File: config.mk
export PLATFORM = sky130hd
export DESIGN_NAME = knd_therm
export DESIGN_NICKNAME = d
export VERILOG_FILES = /design/src/hw/rtl/knd_therm.sv
export SDC_FILE = /design/constraint.sdc
export NUM_CORES = 1
export LEC_CHECK = 0
export CORE_AREA = 5 5 98 100
export DETAILED_ROUTE_END_ITERATION = 16
export DIE_AREA = 0 0 103 105
export DONT_BUFFER_PORTS = 1
export GPL_ROUTABILITY_DRIVEN = 0
export SYNTH_ARGS = -nofsm -noshare
export SYNTH_HDL_FRONTEND = slang
export SYNTH_SLANG_ARGS = --single-unit
File: constraint.sdc
create_clock -name vclk -period 2
set_input_delay 0 -clock vclk [all_inputs]
set_output_delay 0 -clock vclk [all_outputs]
set_load 0.005 [all_outputs]
File: src/hw/rtl/knd_therm.sv
// ----------------------------------------------------------------------------
// knd_therm
// Thermometer to count: the number of leading ones of a prefix mask.
// ----------------------------------------------------------------------------
module knd_therm #(
	parameter int N = 256
) (
	input  logic [N-1:0]               mask,
	output logic [$clog2(N+1)-1:0]     cnt
);

	localparam int CW = $clog2(N+1);

	logic [N-1:0] brk;

	// The last one of the run marks the count; encode it by OR.
	always_comb begin
		brk = mask & ~(mask >> 1);
		cnt = '0;
		for (int i = 0; i < N; i++) begin
			if (brk[i]) begin
				cnt = cnt | CW'(i + 1);
			end
		end
	end

endmodule

# Word level (Yosys, flattened, before mapping)
# Cells that the tools add are included.
[op_classes]
n_bitwise = 2
muxes = 256
[ops]
columns = ["operator", "count"]
rows = [
  ["2-to-1 mux 8 bit", 128],
  ["2-to-1 mux 7 bit", 64],
  ["AND 256 bit", 1],
  ["NOT 255 -> 256 bit", 1],
  ["2-to-1 mux 6 bit", 32],
  ["2-to-1 mux 5 bit", 16],
  ["2-to-1 mux 4 bit", 8],
  ["2-to-1 mux 3 bit", 4],
  ["2-to-1 mux 9 bit", 1],
  ["2-to-1 mux 2 bit", 2],
  ["2-to-1 mux 1 bit", 1],
]
[totals]
reg_bits = 0
out_inout_bits = 9
elab_cells = 258
inputBits = 256

# Longest topological paths before layout
[logic_depth]
depth_word = 258
ltp_mapped = 6
mapped_depth_nobuf = 6

# Worst setup path after synthesis
# Ideal clock, no wire load.
[synth_timing]
kind = "in2out"
startpoint = "input port mask[188]"
endpoint = "output port cnt[2]"
arrival_ns = 1.200
cell_stages = 6
path_buffers = 0
slack_ns = 0.800
required_ns = 2.000
path_cell_list = "nand2b_1 -> o21ai_0 -> or4_4 -> nand4b_4 -> nor4_2 -> nand3_1"
[synth_between]
elab_chain_len = 71
[synth_lines]
columns = ["item", "line", "rtl"]
rows = [
  ["start, declared", "8", "input logic [N-1:0] mask,"],
  ["NOT 255 -> 256 bit", "18", "brk = mask & ~(mask >> 1);"],
  ["AND 256 bit *", "18", ""],
  ["2-to-1 mux 8 bit", "21", "if (brk[i]) begin"],
  ["2-to-1 mux 8 bit * (67 in a row)", "21", ""],
  ["2-to-1 mux 9 bit *", "21", ""],
  ["end, declared", "9", "output logic [$clog2(N+1)-1:0] cnt"],
]
# Every way passes the cells marked *; elsewhere a longest branch is shown, timed or not.

# Worst setup path in the final report
[layout_timing]
startpoint = "input port mask[61]"
endpoint = "output port cnt[0]"
[layout_between]
elab_chain_len = 198
[layout_lines]
columns = ["item", "line"]
rows = [
  ["NOT 255 -> 256 bit", "18"],
  ["AND 256 bit", "18"],
  ["2-to-1 mux 6 bit (3 in a row)", "21"],
  ["2-to-1 mux 7 bit (64 in a row)", "21"],
  ["2-to-1 mux 8 bit (128 in a row)", "21"],
  ["2-to-1 mux 9 bit", "21"],
]
# Every way passes these cells.

==> flow_summary.json <==
{
  "drive_gt1_frac": 0.0275,
  "design.portCount": 265,
  "fin_crit_ps": 1740,
  "setup_ws_ps": 261,
  "max_cap_violations": 0,
  "cp_max_fo": 2,
  "die_w_um": 103,
  "pwr_density_cell_nw_per_um2": 192,
  "overflow": 0,
  "crit_type": "in2out",
  "vias": 4200,
  "max-vdd-ir-drop_mv": 0.0695,
  "n_clock_buffer": 0,
  "ys_types": 44,
  "seq_area_frac_synth": 0,
  "slowest_stage": "nor4_1",
  "grt_max_degree": 5,
  "tightest_slew_ps": 851,
  "wl_per_cell_um": 29.5,
  "vias_per_cell": 6.80,
  "place_ws_ps": 299,
  "ant_nets": 0,
  "finalSetupTns_ps": 0,
  "final_cell_mix": "inv_1 (112), nand2b_1 (63), o21ai_0 (56)",
  "cts_hold_buf": 0,
  "cp.required_ps": 2000,
  "post_cts_resized": 0,
  "met1_usage": 0.371,
  "status": "finished, final reports clean",
  "hold_path.class": "in2out",
  "syn_avg_cell_area_um2": 5.59,
  "cts_setup_buffers": 0,
  "grt_pass1_vias": 4350,
  "worstPathCellList": "nand2b_1, o21ai_0, nor4_1, nand4_1, nor3_1, nand3_1",
  "die_h_um": 105,
  "finalSetupViolations": 0,
  "worstPathArrival_ps": 1740,
  "drt_iter0_drc": 419,
  "top_usage_layer": "met2",
  "seq_cells": 0,
  "dr.pass1.iters": 6,
  "final_common_cell": "inv_1",
  "hold_viol_final": 0,
  "dp.cells": 618,
  "synth_nets": 763,
  "use_met2": 0.544,
  "rsz0062_at_grt": "no",
  "drc_errors": 0,
  "core_area_um2": 8590,
  "use_met3": 0.0726,
  "final_max_slew_viol_count": 0,
  "p_leak_uw": 0.00131,
  "die_area_um2": 10800,
  "grt_first_pass_wirelength_mm": 25.6,
  "syn_to_final_growth_pct": 5.57,
  "grt_antenna_before_repair": 0,
  "max_freq_mhz": 575,
  "initial_utilization": 0.330,
  "slowest_delay_ps": 460,
  "ff_latch_area_um2": 0,
  "grt.total_usage": 0.310,
  "antennaDiodeCount": 0,
  "yosys_warnings": 0,
  "nNetsFinal": 768,
  "fin_cells": 618,
  "drt_wl_total_mm": 18.3,
  "dpl.hpwl_mm": 16.9,
  "io_buffers": 0,
  "netlist_instances": 507,
  "num_rows": 34,
  "post-route-period-util": 0.869,
  "relSlewSlack": 0.418,
  "cp-start-kind": "input pin",
  "synthesis.area_um2": 2830,
  "end_kind": "output port"
}
cells in the mapped netlist, types with 2 or more instances:
| cell | number | share of area |
|---|---|---|
| o22ai_1 | 10 | 0.022 |
| nor4_2 | 2 | 0.0088 |
| nor2b_1 | 32 | 0.071 |
| or4_1 | 3 | 0.0079 |
| nor3_1 | 21 | 0.037 |
| inv_1 | 112 | 0.15 |
| a22o_1 | 10 | 0.031 |
| a221oi_1 | 8 | 0.025 |
| o21ai_0 | 56 | 0.099 |
| o2111ai_1 | 5 | 0.015 |
| nand2_1 | 22 | 0.029 |
| nand4_1 | 24 | 0.053 |
| o2bb2ai_1 | 3 | 0.0093 |
| or2b_1 | 2 | 0.0053 |
| nand3_1 | 19 | 0.034 |
| a21boi_0 | 3 | 0.0079 |
| nor4b_1 | 4 | 0.012 |
| nor2_1 | 26 | 0.034 |
| nor4_1 | 33 | 0.073 |
| a21o_1 | 5 | 0.013 |
| a21oi_1 | 16 | 0.028 |
| nand2b_1 | 63 | 0.14 |
| a2111oi_0 | 7 | 0.022 |
power breakdown:
group          total [uW]  switching, uW  internal [uW]
Combinational         576            361            214
Sequential              0              0              0
Clock                   0              0              0
through the flow:
stage / area (um2) / hold slack, ps / util / total power [uW]
floorplan: 2830 / 80.8 / - / 382
global placement: 2990 / 0.0521 / 0.348 / 555
detailed placement: 2990 / 0.0503 / 0.348 / 553
CTS: 2990 / 0.0512 / 0.348 / 557
global route: 2990 / 0.0433 / 0.348 / 611
finish: 2990 / 0.0459 / 0.348 / 576
area by class of cell:
cell class | count | area [um2]
inverters | 112 | 420
repair buffers | 4 | 30.0
fillers | 1031 | 5600
multi-input cells | 394 | 2400
well taps | 108 | 135
critical path, delay by kind of cell:
family          cells  cell delay, ps
simple gates        5            1500
compound gates      1             230
metal layers:
metal	part of all wire	vias up	routed length, um
met5	0	-	0
met3	0.13	43	2440
met1	0.35	1951	6350
met2	0.48	391	8830
li1	-	1815	-
met4	0.035	0	631
final timing paths:
check	startpoint	endpoint	slack, ps	cells after the start
worst max-delay path	mask[61]	cnt[0]	260	6
worst min-delay path	mask[255]	cnt[8]	0.05	0
kinds of logic (layout without fill, tap and decap cells):
family,after synthesis,count (layout),synth area share
AOI/OAI and AO/OA,133,133,0.309
buffers and inverters,113,116,0.151
and+or+nand+nor,261,261,0.540
(Power assumes the default switching activity.)
