==> src/hw/rtl/knd_pkg.sv <==
// ----------------------------------------------------------------------------
// knd_pkg
// Shared types and constants of the k-th nearest distance query unit.
// ----------------------------------------------------------------------------
package knd_pkg;

	localparam int COORD_W = 32;
	localparam int DIST_W  = 32;
	localparam int RANK_W  = 9;
	localparam int STAT_W  = 2;
	localparam int BIT_W   = $clog2(DIST_W);

	localparam logic FUNC_LOAD  = 1'b0;
	localparam logic FUNC_QUERY = 1'b1;

	typedef enum logic [STAT_W-1:0] {
		STAT_OK    = 2'd0,
		STAT_EMPTY = 2'd1,
		STAT_FULL  = 2'd2
	} status_t;

	typedef enum logic [1:0] {
		FSM_IDLE,
		FSM_SEARCH,
		FSM_DONE
	} fsm_state_t;

	// Broadcast to every cell.
	typedef struct packed {
		logic                      ins;
		logic signed [COORD_W-1:0] val;
		logic signed [COORD_W-1:0] qx;
		logic        [DIST_W-1:0]  trial;
	} cell_ctrl_t;

	// Returned by every cell.
	typedef struct packed {
		logic gt;
		logic le;
		logic lt;
	} cell_flags_t;

endpackage

==> src/hw/rtl/knd_cell.sv <==
// ----------------------------------------------------------------------------
// knd_cell
// One slot of the sorted point row: holds a point, shifts on insert and
// flags its position against the current query window.
// ----------------------------------------------------------------------------
module knd_cell (
	input  logic                                clk,
	input  knd_pkg::cell_ctrl_t                 ctrl,
	input  logic                                occ,
	input  logic                                at_count,
	input  logic                                left_gt,
	input  logic signed [knd_pkg::COORD_W-1:0]  left_pt,
	output logic signed [knd_pkg::COORD_W-1:0]  pt,
	output knd_pkg::cell_flags_t                flags
);

	logic signed [knd_pkg::COORD_W-1:0] pt_q;
	logic signed [knd_pkg::COORD_W+1:0] diff;
	logic signed [knd_pkg::COORD_W+1:0] dlim;

	assign pt = pt_q;

	always_comb begin
		diff      = (knd_pkg::COORD_W+2)'($signed(pt_q)) - (knd_pkg::COORD_W+2)'($signed(ctrl.qx));
		dlim      = $signed({2'b00, ctrl.trial});
		flags.gt  = occ && (pt_q > ctrl.val);
		flags.le  = occ && (diff <= dlim);
		flags.lt  = occ && (diff < -dlim);
	end

	// Take the left neighbor when it moves right, else take the new point
	// at the first larger slot or at the tail.
	always_ff @(posedge clk) begin
		if (ctrl.ins) begin
			if (left_gt) begin
				pt_q <= left_pt;
			end else if (flags.gt || at_count) begin
				pt_q <= ctrl.val;
			end
		end
	end

endmodule

==> config.mk <==
export PLATFORM = sky130hd
export DESIGN_NAME = knd_cell
export DESIGN_NICKNAME = d
export VERILOG_FILES = /design/src/hw/rtl/knd_pkg.sv /design/src/hw/rtl/knd_cell.sv
export SDC_FILE = /design/constraint.sdc
export NUM_CORES = 1
export LEC_CHECK = 0
export BUFFER_PORTS_ARGS = -buffer_cell sky130_fd_sc_hd__buf_2
export CORE_UTILIZATION = 35
export DETAILED_ROUTE_END_ITERATION = 6
export PLACE_DENSITY = 0.65
export SYNTH_ARGS = -nofsm -noshare
export SYNTH_HDL_FRONTEND = slang
export SYNTH_SLANG_ARGS = --single-unit
==> constraint.sdc <==
create_clock -name clk -period 9.2 [get_ports clk]
set_input_delay 1.38 -clock clk [delete_from_list [all_inputs] [get_ports clk]]
set_output_delay 1.38 -clock clk [all_outputs]
set_load 0.02 [all_outputs]
Yosys cells after proc, flatten, opt, wreduce, memory -nomap -nowiden:

Cells that the tools add are included.

* output and inout bits: 35
* bits in registers: 32
* logic and storage cells: 14
* input bits: 133

* $add $sub $neg: 2
* order comparisons: 3
* muxes and demuxes: 2
* reductions and logical operators: 6

Operator list (number)
* $mux 32: 2
* $lt 33x34->1: 1
* $neg 32->34: 1
* $le 33x33->1: 1
* $sub 32x32->33: 1
* $gt 32x32->1: 1
* $logic_and 1x1->1: 3
* $reduce_and 2->1: 1
* $reduce_bool 2->1: 1
* $logic_or 1x1->1: 1

Longest topological paths before layout:

Gate-level depths: netlist (run 1).

* word-level depth: 5
* gate-level depth with buffers: 22
* gate-level depth less buffers: 22

Least setup slack after synthesis (run 1):

OpenSTA, ideal clock, no wires.

* path type: in2out
* from: in ctrl[33] (netlist bit)
* to: out flags[0] (netlist bit)
* path slack: 2.578 ns
* data arrival time: 5.242 ns
* stages: 21
* required time: 7.820 ns
* cells stage by stage: inv_1 > ha_1 > nor2b_1 > o31a_1 > o41ai_1 > o22ai_1 > a21oi_1 > o211ai_1 > nand2_1 > nor2_1 > o21a_1 > ha_1 > a21o_1 > a21o_1 > a211oi_1 > o21bai_1 > a311oi_1 > nand3_1 > a21oi_1 > a21oi_1 > mux2i_1

RTL lines
* start: declaration: RTL line knd_cell.sv:8 `input knd_pkg::cell_ctrl_t ctrl,`
* end: declaration: RTL line knd_cell.sv:14 `output knd_pkg::cell_flags_t flags`

==> results of run 1 <==
## path summary, 6_finish.rpt
check / startpoint / end / slack [ns] / cells past startpoint
worst min register to register: pt[7] / pt[21] / 1.57 / 6
worst max-delay path: ctrl[33] / flags[0] / 1.92 / 23
worst min-delay path: left_pt[27] / pt[27] / 1.38 / 3
worst max register to register: pt[31] / pt[1] / 5.78 / 11
## worst register-to-register path: stages (launching register included)
cell      delay (ns)
edfxtp_1        0.45
ha_1            0.35
nand4_1         0.15
nor2_1          0.14
nand3_1         0.10
or3_1           0.42
nor2_1          0.15
nand2_1         0.10
o2111a_1        0.26
a211oi_1        0.38
o31a_1          0.17
buf_4           0.38
## report_power, final
| part | internal [mW] | leakage [nW] | total (mW) | switching (mW) |
|---|---|---|---|---|
| Sequential | 0.176 | 0.312 | 0.188 | 0.0121 |
| Clock | 0.0982 | 0.0667 | 0.156 | 0.0581 |
| Combinational | 0.203 | 3.31 | 0.468 | 0.265 |
| Total | 0.476 | 3.69 | 0.812 | 0.336 |
## synth_stat cells, types with 4 or more instances
| cell | number | area (um2) |
|---|---|---|
| a2111oi_0 | 4 | 35.0 |
| a211oi_1 | 5 | 37.5 |
| a21o_1 | 42 | 315 |
| a21oi_1 | 53 | 265 |
| clkbuf_1 | 13 | 48.8 |
| edfxtp_1 | 32 | 961 |
| ha_1 | 128 | 1600 |
| inv_1 | 105 | 394 |
| nand2_1 | 64 | 240 |
| nand2b_1 | 7 | 43.8 |
| nand3_1 | 18 | 90.1 |
| nand4_1 | 21 | 131 |
| nor2_1 | 43 | 161 |
| nor2b_1 | 6 | 37.5 |
| nor3_1 | 10 | 50.1 |
| nor4_1 | 11 | 68.8 |
| o211ai_1 | 5 | 37.5 |
| o21a_1 | 12 | 90.1 |
| o21ai_0 | 60 | 300 |
| o21bai_1 | 4 | 30.0 |
| o31a_1 | 4 | 35.0 |
| xnor2_1 | 41 | 359 |
| xor2_1 | 13 | 114 |
## final cells by class
cell class | instances | share of cell area (%)
Clock buffer | 6 | 1.81
Sequential cell | 32 | 13.5
Tap cell | 220 | 3.86
Inverter | 109 | 5.76
Timing Repair Buffer | 169 | 11.9
Multi-Input combinational cell | 601 | 63.1
Clock inverter | 1 | 0.0702
## layer usage
layer | track usage, % | routed length, um | vias to the layer above
met1 | 24.8 | 7780 | 2544
met4 | 4.65 | 242 | 0
met3 | 2.11 | 647 | 16
met5 | 0 | 0 | -
met2 | 31.3 | 7220 | 139
li1 | - | - | 3042
## cell families after synthesis
logic type	synth area share, %
adders and majority gates	27.4
xor gates and xnor gates	8.26
buffers and inverters	7.88
AOI/OAI and AO/OA	22.8
DFF	16.2
muxes	0.359
and+or+nand+nor	17.1
==> run_results.csv, run 1 <==
group,metric,value,unit
status,status,"finished, final reports clean",
setup_path,worst-path-buf-inv,3,
final_layout,area_growth,20.3,%
global_routing,grt_pass1_wl,26200,um
sta,worstMarginPinSlew,0.629,ns
clocking,cts_resized,0,
logic_synthesis,netlist_area,0.00592,mm2
run,maxCapViolations,0,
sta,slew_headroom,57.0,%
placed_design,gp_congestion,0.858,
placed_design,port_buffers,167,
placed_design,dp.cells,1131,
floorplanning,fp.dieH,132,um
drt,vias_per_cell,5.04,
logic_synthesis,yosys_register_bits,32,
global_routing,grt_overflow,0,
sta,skew,0.00421,ns
global_routing,antenna_found_initial,0,
final_layout,multi_input_area,0.00449,mm2
placed_design,postPlaceCellArea,0.00699,mm2
final_layout,n_fill_cell,1667,
setup_path,required,7.82,ns
final_layout,final_cell_mix,"167 x buf_2, 128 x ha_1, 105 x inv_1, 64 x nand2_1, 60 x o21ai_0",
final_layout,seq_area,961,um2
clocking,clk_pin_slew_worst_paths,0.05,ns
clocking,clockRootBuffer,"clkbuf_16",
sta,min_period_over_period,79.1,%
power,p_leak,3.69,nW
sta,slew_viol_final,0,
floorplanning,rows,47,
logic_synthesis,ys_warn_count,0,
drt,wl_per_cell,14.0,um
logic_synthesis,seq_area_frac_synth,16.2,%
drt,first_pass_iters,5,
clocking,cts_htree_levels,2,
final_layout,final_core_util,43.1,%
setup_path,crit_fanout,5,
final_layout,layout-drive-gt1-share,20.9,%
floorplanning,core_area,0.0165,mm2
logic_synthesis,synth_cells,756,
setup_path,cp.arrival,5.90,ns
setup_path,critical-path-top-delay-family,"compound AO/OA/AOI/OAI gates",
clocking,clk_latency,0.28,ns
final_layout,design_area,0.00713,mm2
clocking,clock_sinks,32,
setup_path,path_common_cell,"a21oi_1",
power,power,0.812,mW
floorplanning,io_pins,168,
clocking,cts.hold.buffers_added,0,
logic_synthesis,syn_avg_cell_area,7.83,um2
power,vdd_drop_max,134,uV
logic_synthesis,synth_cell_type_count,56,
global_routing,grt_max_degree,65,
sta,tns,0,ns
drt,vias,5741,
final_layout,largest_reg_flops,32,
final_layout,final_common_cell,"buf_2",
floorplanning,dieArea,0.0174,mm2
logic_synthesis,synthArstFlopShare,0,%
setup_path,timing.critical_path.slowest_cell_delay,0.51,ns
floorplanning,start_util,35.8,%
setup_path,start_kind,"input port",
final_layout,final_cells,1138,
placed_design,dp_slack,1.98,ns
power,p_per_area,114,mW/mm2
global_routing,groute.usage.overall,18.5,%
sta,final-setup-viol-count,0,
floorplanning,die-width,132,um
sta,hold_slack,1.38,ns
logic_synthesis,syn_nets,1018,
setup_path,cpMaxStageDelayCell,"o41ai_1",
clocking,cts_tree,"done",
drt,drt-initial-drc-count,234,
sta,timing.final.ws_setup,1.92,ns
logic_synthesis,ys.flop_type,"edfxtp_1",
clocking,cts_buffer_depth,2,
final_layout,fin_nets,1180,
sta,period_needed,7.28,ns
worst_hold_path,min-delay-path-class,"in -> reg",
drt,routed_wl,15900,um
setup_path,crit_path_end_kind,"output pin",
clocking,post-cts-setup-buffers,0,
logic_synthesis,synth_edf_count,32,
global_routing,grt_pass1_vias,5517,
setup_path,crit_chain,"buf_2 > inv_1 > ha_1 > nor2b_1 > o31a_1 > o41ai_1 > o22ai_1 > a21oi_1 > o211ai_1 > nand2_1 > nor2_1 > o21a_1 > ha_1 > a21o_1 > a21o_1 > a211oi_1 > o21bai_1 > a311oi_1 > nand3_1 > a21oi_1 > a21oi_1 > mux2i_1 > buf_2",
sta,fmax,137,MHz
drt,antenna_left,0,
sta,hold_viol,0,
clocking,numCtsBuffers,5,
sta,rsz0062_at_grt,"no",
placed_design,hpwlAfterDp,13900,um
setup_path,crit_type,"in -> out",
final_layout,diodes,0,
drt,drc,0,
Note: power is estimated with default switching activity, not from simulation.
==> inputs of run 2 (changes only) <==
--- a/config.mk
+++ b/config.mk
@@ -5,10 +5,11 @@
 export SDC_FILE = /design/constraint.sdc
 export NUM_CORES = 1
 export LEC_CHECK = 0
+export ABC_AREA = 1
 export BUFFER_PORTS_ARGS = -buffer_cell sky130_fd_sc_hd__buf_2
 export CORE_UTILIZATION = 35
 export DETAILED_ROUTE_END_ITERATION = 6
-export PLACE_DENSITY = 0.65
+export PLACE_DENSITY = 0.67
 export SYNTH_ARGS = -nofsm -noshare
 export SYNTH_HDL_FRONTEND = slang
 export SYNTH_SLANG_ARGS = --single-unit
==> constraint.sdc (replaced) <==
create_clock -name clk -period 5.9 [get_ports clk]
set_input_delay 0.885 -clock clk [delete_from_list [all_inputs] [get_ports clk]]
set_output_delay 0.885 -clock clk [all_outputs]
set_load 0.02 [all_outputs]
==> run_results.csv, run 2 <==
group,metric,value,unit
placed_design,dp.cells,1290,
global_routing,busiest_layer,"met2",
placed_design,hpwlAfterDp,15200,um
final_layout,final_core_util,43.8,%
floorplanning,die-width,135,um
logic_synthesis,synthArstFlopShare,0,%
final_layout,area_growth,22.0,%
setup_path,timing.rr.end,"pt[4]",
logic_synthesis,synthTopCellsByCount,"190 x nand2_1, 156 x inv_1, 128 x ha_1, 74 x a21oi_1, 64 x nor2_1",
worst_hold_path,hold_path_end,"pt[17]",
setup_path,worst-path-buf-inv,4,
global_routing,met1_usage,24.8,%
power,power,1.34,mW
logic_synthesis,syn_nets,1166,
setup_path,start_kind,"input port",
setup_path,path_common_cell,"nand2_1",
setup_path,cpMaxStageDelayCell,"ha_1",
drt,first_pass_iters,4,
global_routing,groute.usage.overall,19.2,%
placed_design,gp_congestion,0.968,
worst_hold_path,min-delay-path-class,"in -> reg",
clocking,clk_pin_slew_worst_paths,0.05,ns
power,p_leak,4.11,nW
final_layout,layout-drive-gt1-share,21.0,%
floorplanning,core_area,0.0174,mm2
floorplanning,io_pins,168,
sta,worstMarginPinSlew,1.09,ns
clocking,clk_latency,0.28,ns
clocking,cts_tree,"done",
power,p_per_area,176,mW/mm2
logic_synthesis,syn_avg_cell_area,6.89,um2
floorplanning,start_util,35.9,%
clocking,clockRootBuffer,"clkbuf_16",
logic_synthesis,netlist_area,0.00623,mm2
drt,drc,0,
drt,vias_per_cell,4.86,
logic_synthesis,synth_cells,904,
logic_synthesis,yosysTopAreaCellShare,25.7,%
setup_path,timing.critical_path.slowest_cell_delay,0.31,ns
setup_path,cp.arrival,4.58,ns
logic_synthesis,yosysMostFrequentCell,"nand2_1",
global_routing,use_met2,33.5,%
logic_synthesis,seq_area_frac_synth,15.4,%
worst_hold_path,worstHoldPathCells,3,
power,combPwrFrac,59.8,%
logic_synthesis,synthTopCellsByArea,"ha_1 26%, edfxtp_1 15%, nand2_1 11%, inv_1 9.4%, xor2_1 6.0%",
global_routing,grt_max_degree,65,
final_layout,fin_nets,1338,
power,power.switching,0.595,mW
drt,vias,6321,
global_routing,gr-usage-met3,2.24,%
logic_synthesis,ys_warn_count,0,
drt,antenna_left,0,
placed_design,dp_slack,0.0772,ns
logic_synthesis,yosys_register_bits,32,
floorplanning,fp.dieH,135,um
power,sequentialPowerShare,21.9,%
global_routing,grt_pass1_vias,6167,
sta,period_needed,5.46,ns
setup_path,required,5.02,ns
placed_design,port_buffers,167,
sta,skew,0.00472,ns
status,status,"finished, final reports clean",
final_layout,final_common_cell,"nand2_1",
global_routing,antenna_found_initial,0,
final_layout,design_area,0.00759,mm2
sta,slew_viol_final,0,
power,p_sw_share,44.5,%
worst_hold_path,hold_path_startpoint,"left_pt[17]",
final_layout,diodes,0,
power,vdd_drop_max,132,uV
drt,routed_wl,17300,um
global_routing,grt_pass1_wl,28200,um
logic_synthesis,synth_cell_type_count,42,
sta,tns,0,ns
setup_path,crit_path_end_kind,"output pin",
logic_synthesis,synth_area_leader_cell,"ha_1",
global_routing,grt_overflow,0,
sta,fmax,183,MHz
setup_path,reg2reg_slack,2.53,ns
clocking,cts_htree_levels,2,
clocking,numCtsBuffers,5,
sta,slew_headroom,27.0,%
run,maxCapViolations,0,
setup_path,rr_startpoint,"pt[31]",
setup_path,crit_type,"in -> out",
power,p_int,0.741,mW
final_layout,final_cell_mix,"188 x nand2_1, 166 x buf_2, 156 x inv_1, 126 x ha_1, 70 x a21oi_1",
drt,wl_per_cell,13.3,um
sta,hold_slack,0.884,ns
setup_path,crit_fanout,4,
sta,final-setup-viol-count,0,
logic_synthesis,synth_edf_count,32,
setup_path,critical-path-top-delay-family,"simple AND/OR/NAND/NOR gates",
clocking,clock_sinks,32,
floorplanning,dieArea,0.0183,mm2
final_layout,largest_reg_flops,32,
clocking,cts.hold.buffers_added,0,
power,clkPwrFrac,18.3,%
logic_synthesis,ys.flop_type,"edfxtp_1",
placed_design,postPlaceCellArea,0.00734,mm2
floorplanning,rows,48,
sta,min_period_over_period,92.6,%
sta,hold_viol,0,
drt,drt-initial-drc-count,233,
clocking,cts_buffer_depth,2,
sta,timing.final.ws_setup,0.435,ns
setup_path,ff2ff_path_depth,9,
final_layout,final_cells,1301,
-- run 2: final cells by class --
class                   instances  area (um2)
clock buffers                   5         125
clock inverters                 2        7.51
fillers                      1821        9760
inverters                     163         612
multi-input cells             702        4730
flip-flops and latches         32         961
well taps                     225         282
repair buffers                172         876
-- run 2: layer usage --
layer	routed length [um]	vias to the layer above	part of all wire, %
met5	0	-	0
met4	314	0	1.8
met3	700	23	4.0
met2	7880	151	46
met1	8410	2777	49
li1	-	3370	-
-- run 2: cell families (layout without fill, tap and decap cells) --
family / Yosys count / after routing / synth area share (%)
xor gates and xnor gates: 51 / 51 / 7.17
and+or+nand+nor: 353 / 353 / 26.2
adders and majority gates: 129 / 129 / 26.0
DFF: 32 / 32 / 15.4
AOI/OAI and AO/OA: 168 / 168 / 14.7
buffers and inverters: 170 / 342 / 10.2
muxes: 1 / 1 / 0.181
-- run 2: repair_timing --
action	4_1_cts	5_1_grt
gates resized for setup	0	21
setup buffers	0	4
endpoints found under the setup margin	0	2
-- run 2: how the worst max path moves through the flow --
stage,start,to,slack (ns),cells after the start
finish,ctrl[34],flags[0],0.44,35
global route,ctrl[34],flags[0],-0.04,35
CTS,ctrl[34],flags[0],0.06,35
detailed placement,ctrl[34],flags[0],0.08,35
global placement,ctrl[34],flags[0],0.08,35
floorplan,ctrl[34],flags[0],0.81,33
-- run 2: worst reg2reg max path: stages (launching register included) --
cell and delay [ns]:
edfxtp_1 0.45, ha_1 0.37, nand4_1 0.10, or3_1 0.35
nor4_1 0.27, o21ai_0 0.18, nand4_1 0.11, or2_2 0.11
nand3_1 0.13, a21boi_4 0.90
-- run 2: power by group through the flow --
stage          clock network [mW]  registers, mW  logic (mW)
4_1_cts                     0.248          0.293       0.774
6_report                    0.244          0.293       0.799
5_1_grt                     0.257          0.295       0.916
3_3_place_gp                    0          0.297       0.756
3_5_place_dp                    0          0.297       0.770
2_1_floorplan                   0          0.312       0.528
==> inputs of run 3 (changes only) <==
--- a/config.mk
+++ b/config.mk
@@ -5,11 +5,11 @@
 export SDC_FILE = /design/constraint.sdc
 export NUM_CORES = 1
 export LEC_CHECK = 0
-export ABC_AREA = 1
 export BUFFER_PORTS_ARGS = -buffer_cell sky130_fd_sc_hd__buf_2
 export CORE_UTILIZATION = 35
 export DETAILED_ROUTE_END_ITERATION = 6
-export PLACE_DENSITY = 0.67
+export PLACE_DENSITY = 0.68
+export SLEW_MARGIN = 20
 export SYNTH_ARGS = -nofsm -noshare
 export SYNTH_HDL_FRONTEND = slang
 export SYNTH_SLANG_ARGS = --single-unit
==> run_results.csv, run 3 (synthesis gave the netlist of run 1 again) <==
group,metric,value,unit
status,status,"finished, final reports clean",
final_layout,final_cells,1158,
drt,wl_per_cell,14.3,um
clocking,cts_buffer_depth,2,
final_layout,final_core_util,44.6,%
final_layout,final_common_cell,"buf_2",
final_layout,fin_nets,1200,
worst_hold_path,worstHoldPathCells,3,
setup_path,rr_startpoint,"pt[31]",
sta,hold_slack,0.881,ns
setup_path,crit_path_end_kind,"output pin",
drt,routed_wl,16600,um
setup_path,crit_fanout,4,
floorplanning,fp.dieH,132,um
worst_hold_path,hold_path_startpoint,"left_pt[26]",
sta,fmax,173,MHz
run,maxCapViolations,0,
sta,rsz0062_at_grt,"yes",
final_layout,diodes,0,
floorplanning,start_util,35.8,%
final_layout,final_cell_mix,"166 x buf_2, 128 x ha_1, 105 x inv_1, 64 x nand2_1, 57 x o21ai_0",
final_layout,seq_area,961,um2
sta,tns,0,ns
setup_path,timing.rr.end,"pt[0]",
placed_design,hpwlAfterDp,14500,um
final_layout,area_growth,24.6,%
setup_path,critical-path-top-delay-family,"simple AND/OR/NAND/NOR gates",
final_layout,layout-drive-gt1-share,24.2,%
sta,skew,0.00540,ns
floorplanning,die-width,132,um
floorplanning,rows,47,
global_routing,grt_max_degree,43,
setup_path,worst-path-buf-inv,4,
power,vdd_drop_max,150,uV
global_routing,grt_pass1_wl,26200,um
drt,drc,0,
worst_hold_path,min-delay-path-class,"in -> reg",
floorplanning,dieArea,0.0174,mm2
drt,first_pass_iters,5,
clocking,clock_sinks,32,
sta,worstMarginPinSlew,0.622,ns
sta,slew_headroom,58.1,%
clocking,clk_pin_slew_worst_paths,0.05,ns
global_routing,antenna_found_initial,3,
final_layout,n_fill_cell,1663,
sta,timing.final.ws_setup,0.115,ns
global_routing,grt_overflow,0,
worst_hold_path,hold_path_end,"pt[26]",
floorplanning,core_area,0.0165,mm2
sta,period_needed,5.78,ns
clocking,clockRootBuffer,"clkbuf_16",
drt,drt-initial-drc-count,239,
sta,hold_viol,0,
clocking,cts.hold.buffers_added,0,
setup_path,timing.critical_path.slowest_cell_delay,0.47,ns
placed_design,gp_congestion,0.895,
global_routing,groute.usage.overall,18.6,%
power,p_leak,3.80,nW
global_routing,grt_pass1_vias,5430,
setup_path,crit_type,"in -> out",
placed_design,dp_slack,-0.0585,ns
sta,slew_viol_final,0,
setup_path,crit_chain,"buf_2 > inv_2 > nand4_4 > or4_4 > nor3_4 > nand3_2 > or4_4 > or3_4 > buf_4 > or3_4 > nor2_1 > ha_1 > nand4_1 > nor2_1 > a311oi_2 > nand3_1 > a21oi_2 > a21oi_1 > mux2i_1 > buf_4",
clocking,cts_tree,"done",
setup_path,start_kind,"input port",
setup_path,cp.arrival,4.90,ns
setup_path,required,5.02,ns
setup_path,cpMaxStageDelayCell,"or4_4",
clocking,numCtsBuffers,5,
drt,vias_per_cell,5.01,
sta,final-setup-viol-count,0,
drt,antenna_left,0,
setup_path,ff2ff_path_depth,11,
floorplanning,io_pins,168,
power,p_per_area,179,mW/mm2
setup_path,reg2reg_slack,2.46,ns
final_layout,largest_reg_flops,32,
clocking,cts_htree_levels,2,
sta,min_period_over_period,98.1,%
placed_design,dp.cells,1150,
clocking,clk_latency,0.28,ns
final_layout,multi_input_area,0.00459,mm2
placed_design,port_buffers,167,
drt,vias,5803,
-- run 3: cell count changes in the layout (fill, tap and decap cells not counted), moves of 17 or more --
| cell | before | now |
|---|---|---|
| nor2_1 | 62 | 42 |
| a21o_1 | 3 | 42 |
| nand3_1 | 35 | 18 |
| buf_4 | 6 | 23 |
| a21oi_1 | 70 | 51 |
| xor2_1 | 41 | 11 |
| nand2_1 | 188 | 64 |
| inv_1 | 156 | 105 |
| xnor2_1 | 8 | 41 |
-- run 3: final cells by class --
class	instances	area share, %
sequential	32	13.0
inverter	109	5.60
clock buffer	5	1.70
tap	220	3.73
clock inverter	2	0.170
timing repair buffer	189	13.6
multi-input combinational	601	62.2
-- run 3: metal layers --
metal,global-route usage (%),vias to the layer above,part of all wire [%]
li1,-,3080,-
met1,24.2,2554,47
met2,32.4,142,47
met3,2.27,21,4.5
met4,4.52,6,1.3
met5,0,-,0.26
-- run 3: worst max path at each step --
stage	slack [ns]	to	startpoint	depth (start not counted)
detailed placement	-0.06	flags[0]	ctrl[32]	20
floorplan	0.27	flags[0]	ctrl[33]	21
CTS	0.005	flags[0]	ctrl[33]	24
global route	-0.05	flags[0]	ctrl[11]	20
finish	0.12	flags[0]	ctrl[12]	20
global placement	0.03	flags[0]	ctrl[33]	24
-- run 3: repair_timing --
action / 4_1_cts / 5_1_grt
setup buffers: 0 / 1
pin swaps: 0 / 4
setup endpoints to repair: 1 / 2
resized for setup: 2 / 22
-- run 3: power breakdown --
part,switching (mW),leakage (nW),internal [mW]
Combinational,0.439,3.42,0.342
Clock,0.0937,0.0657,0.153
Sequential,0.0186,0.312,0.274
-- run 3: per-stage QoR --
| step | power, mW | cell area [um2] |
|---|---|---|
| floorplan | 0.813 | 5920 |
| global placement | 1.04 | 7130 |
| detailed placement | 1.05 | 7130 |
| CTS | 1.30 | 7280 |
| global route | 1.43 | 7380 |
| finish | 1.32 | 7380 |
-- run 3: worst reg2reg max path: cells and delay by family (launching register included) --
family	cells	cell delay [ns]
adders and majority gates	1	0.36
buffers and inverters	1	0.38
AOI/OAI and AO/OA	3	0.85
and+or+nand+nor	6	1.04
DFF	1	0.45
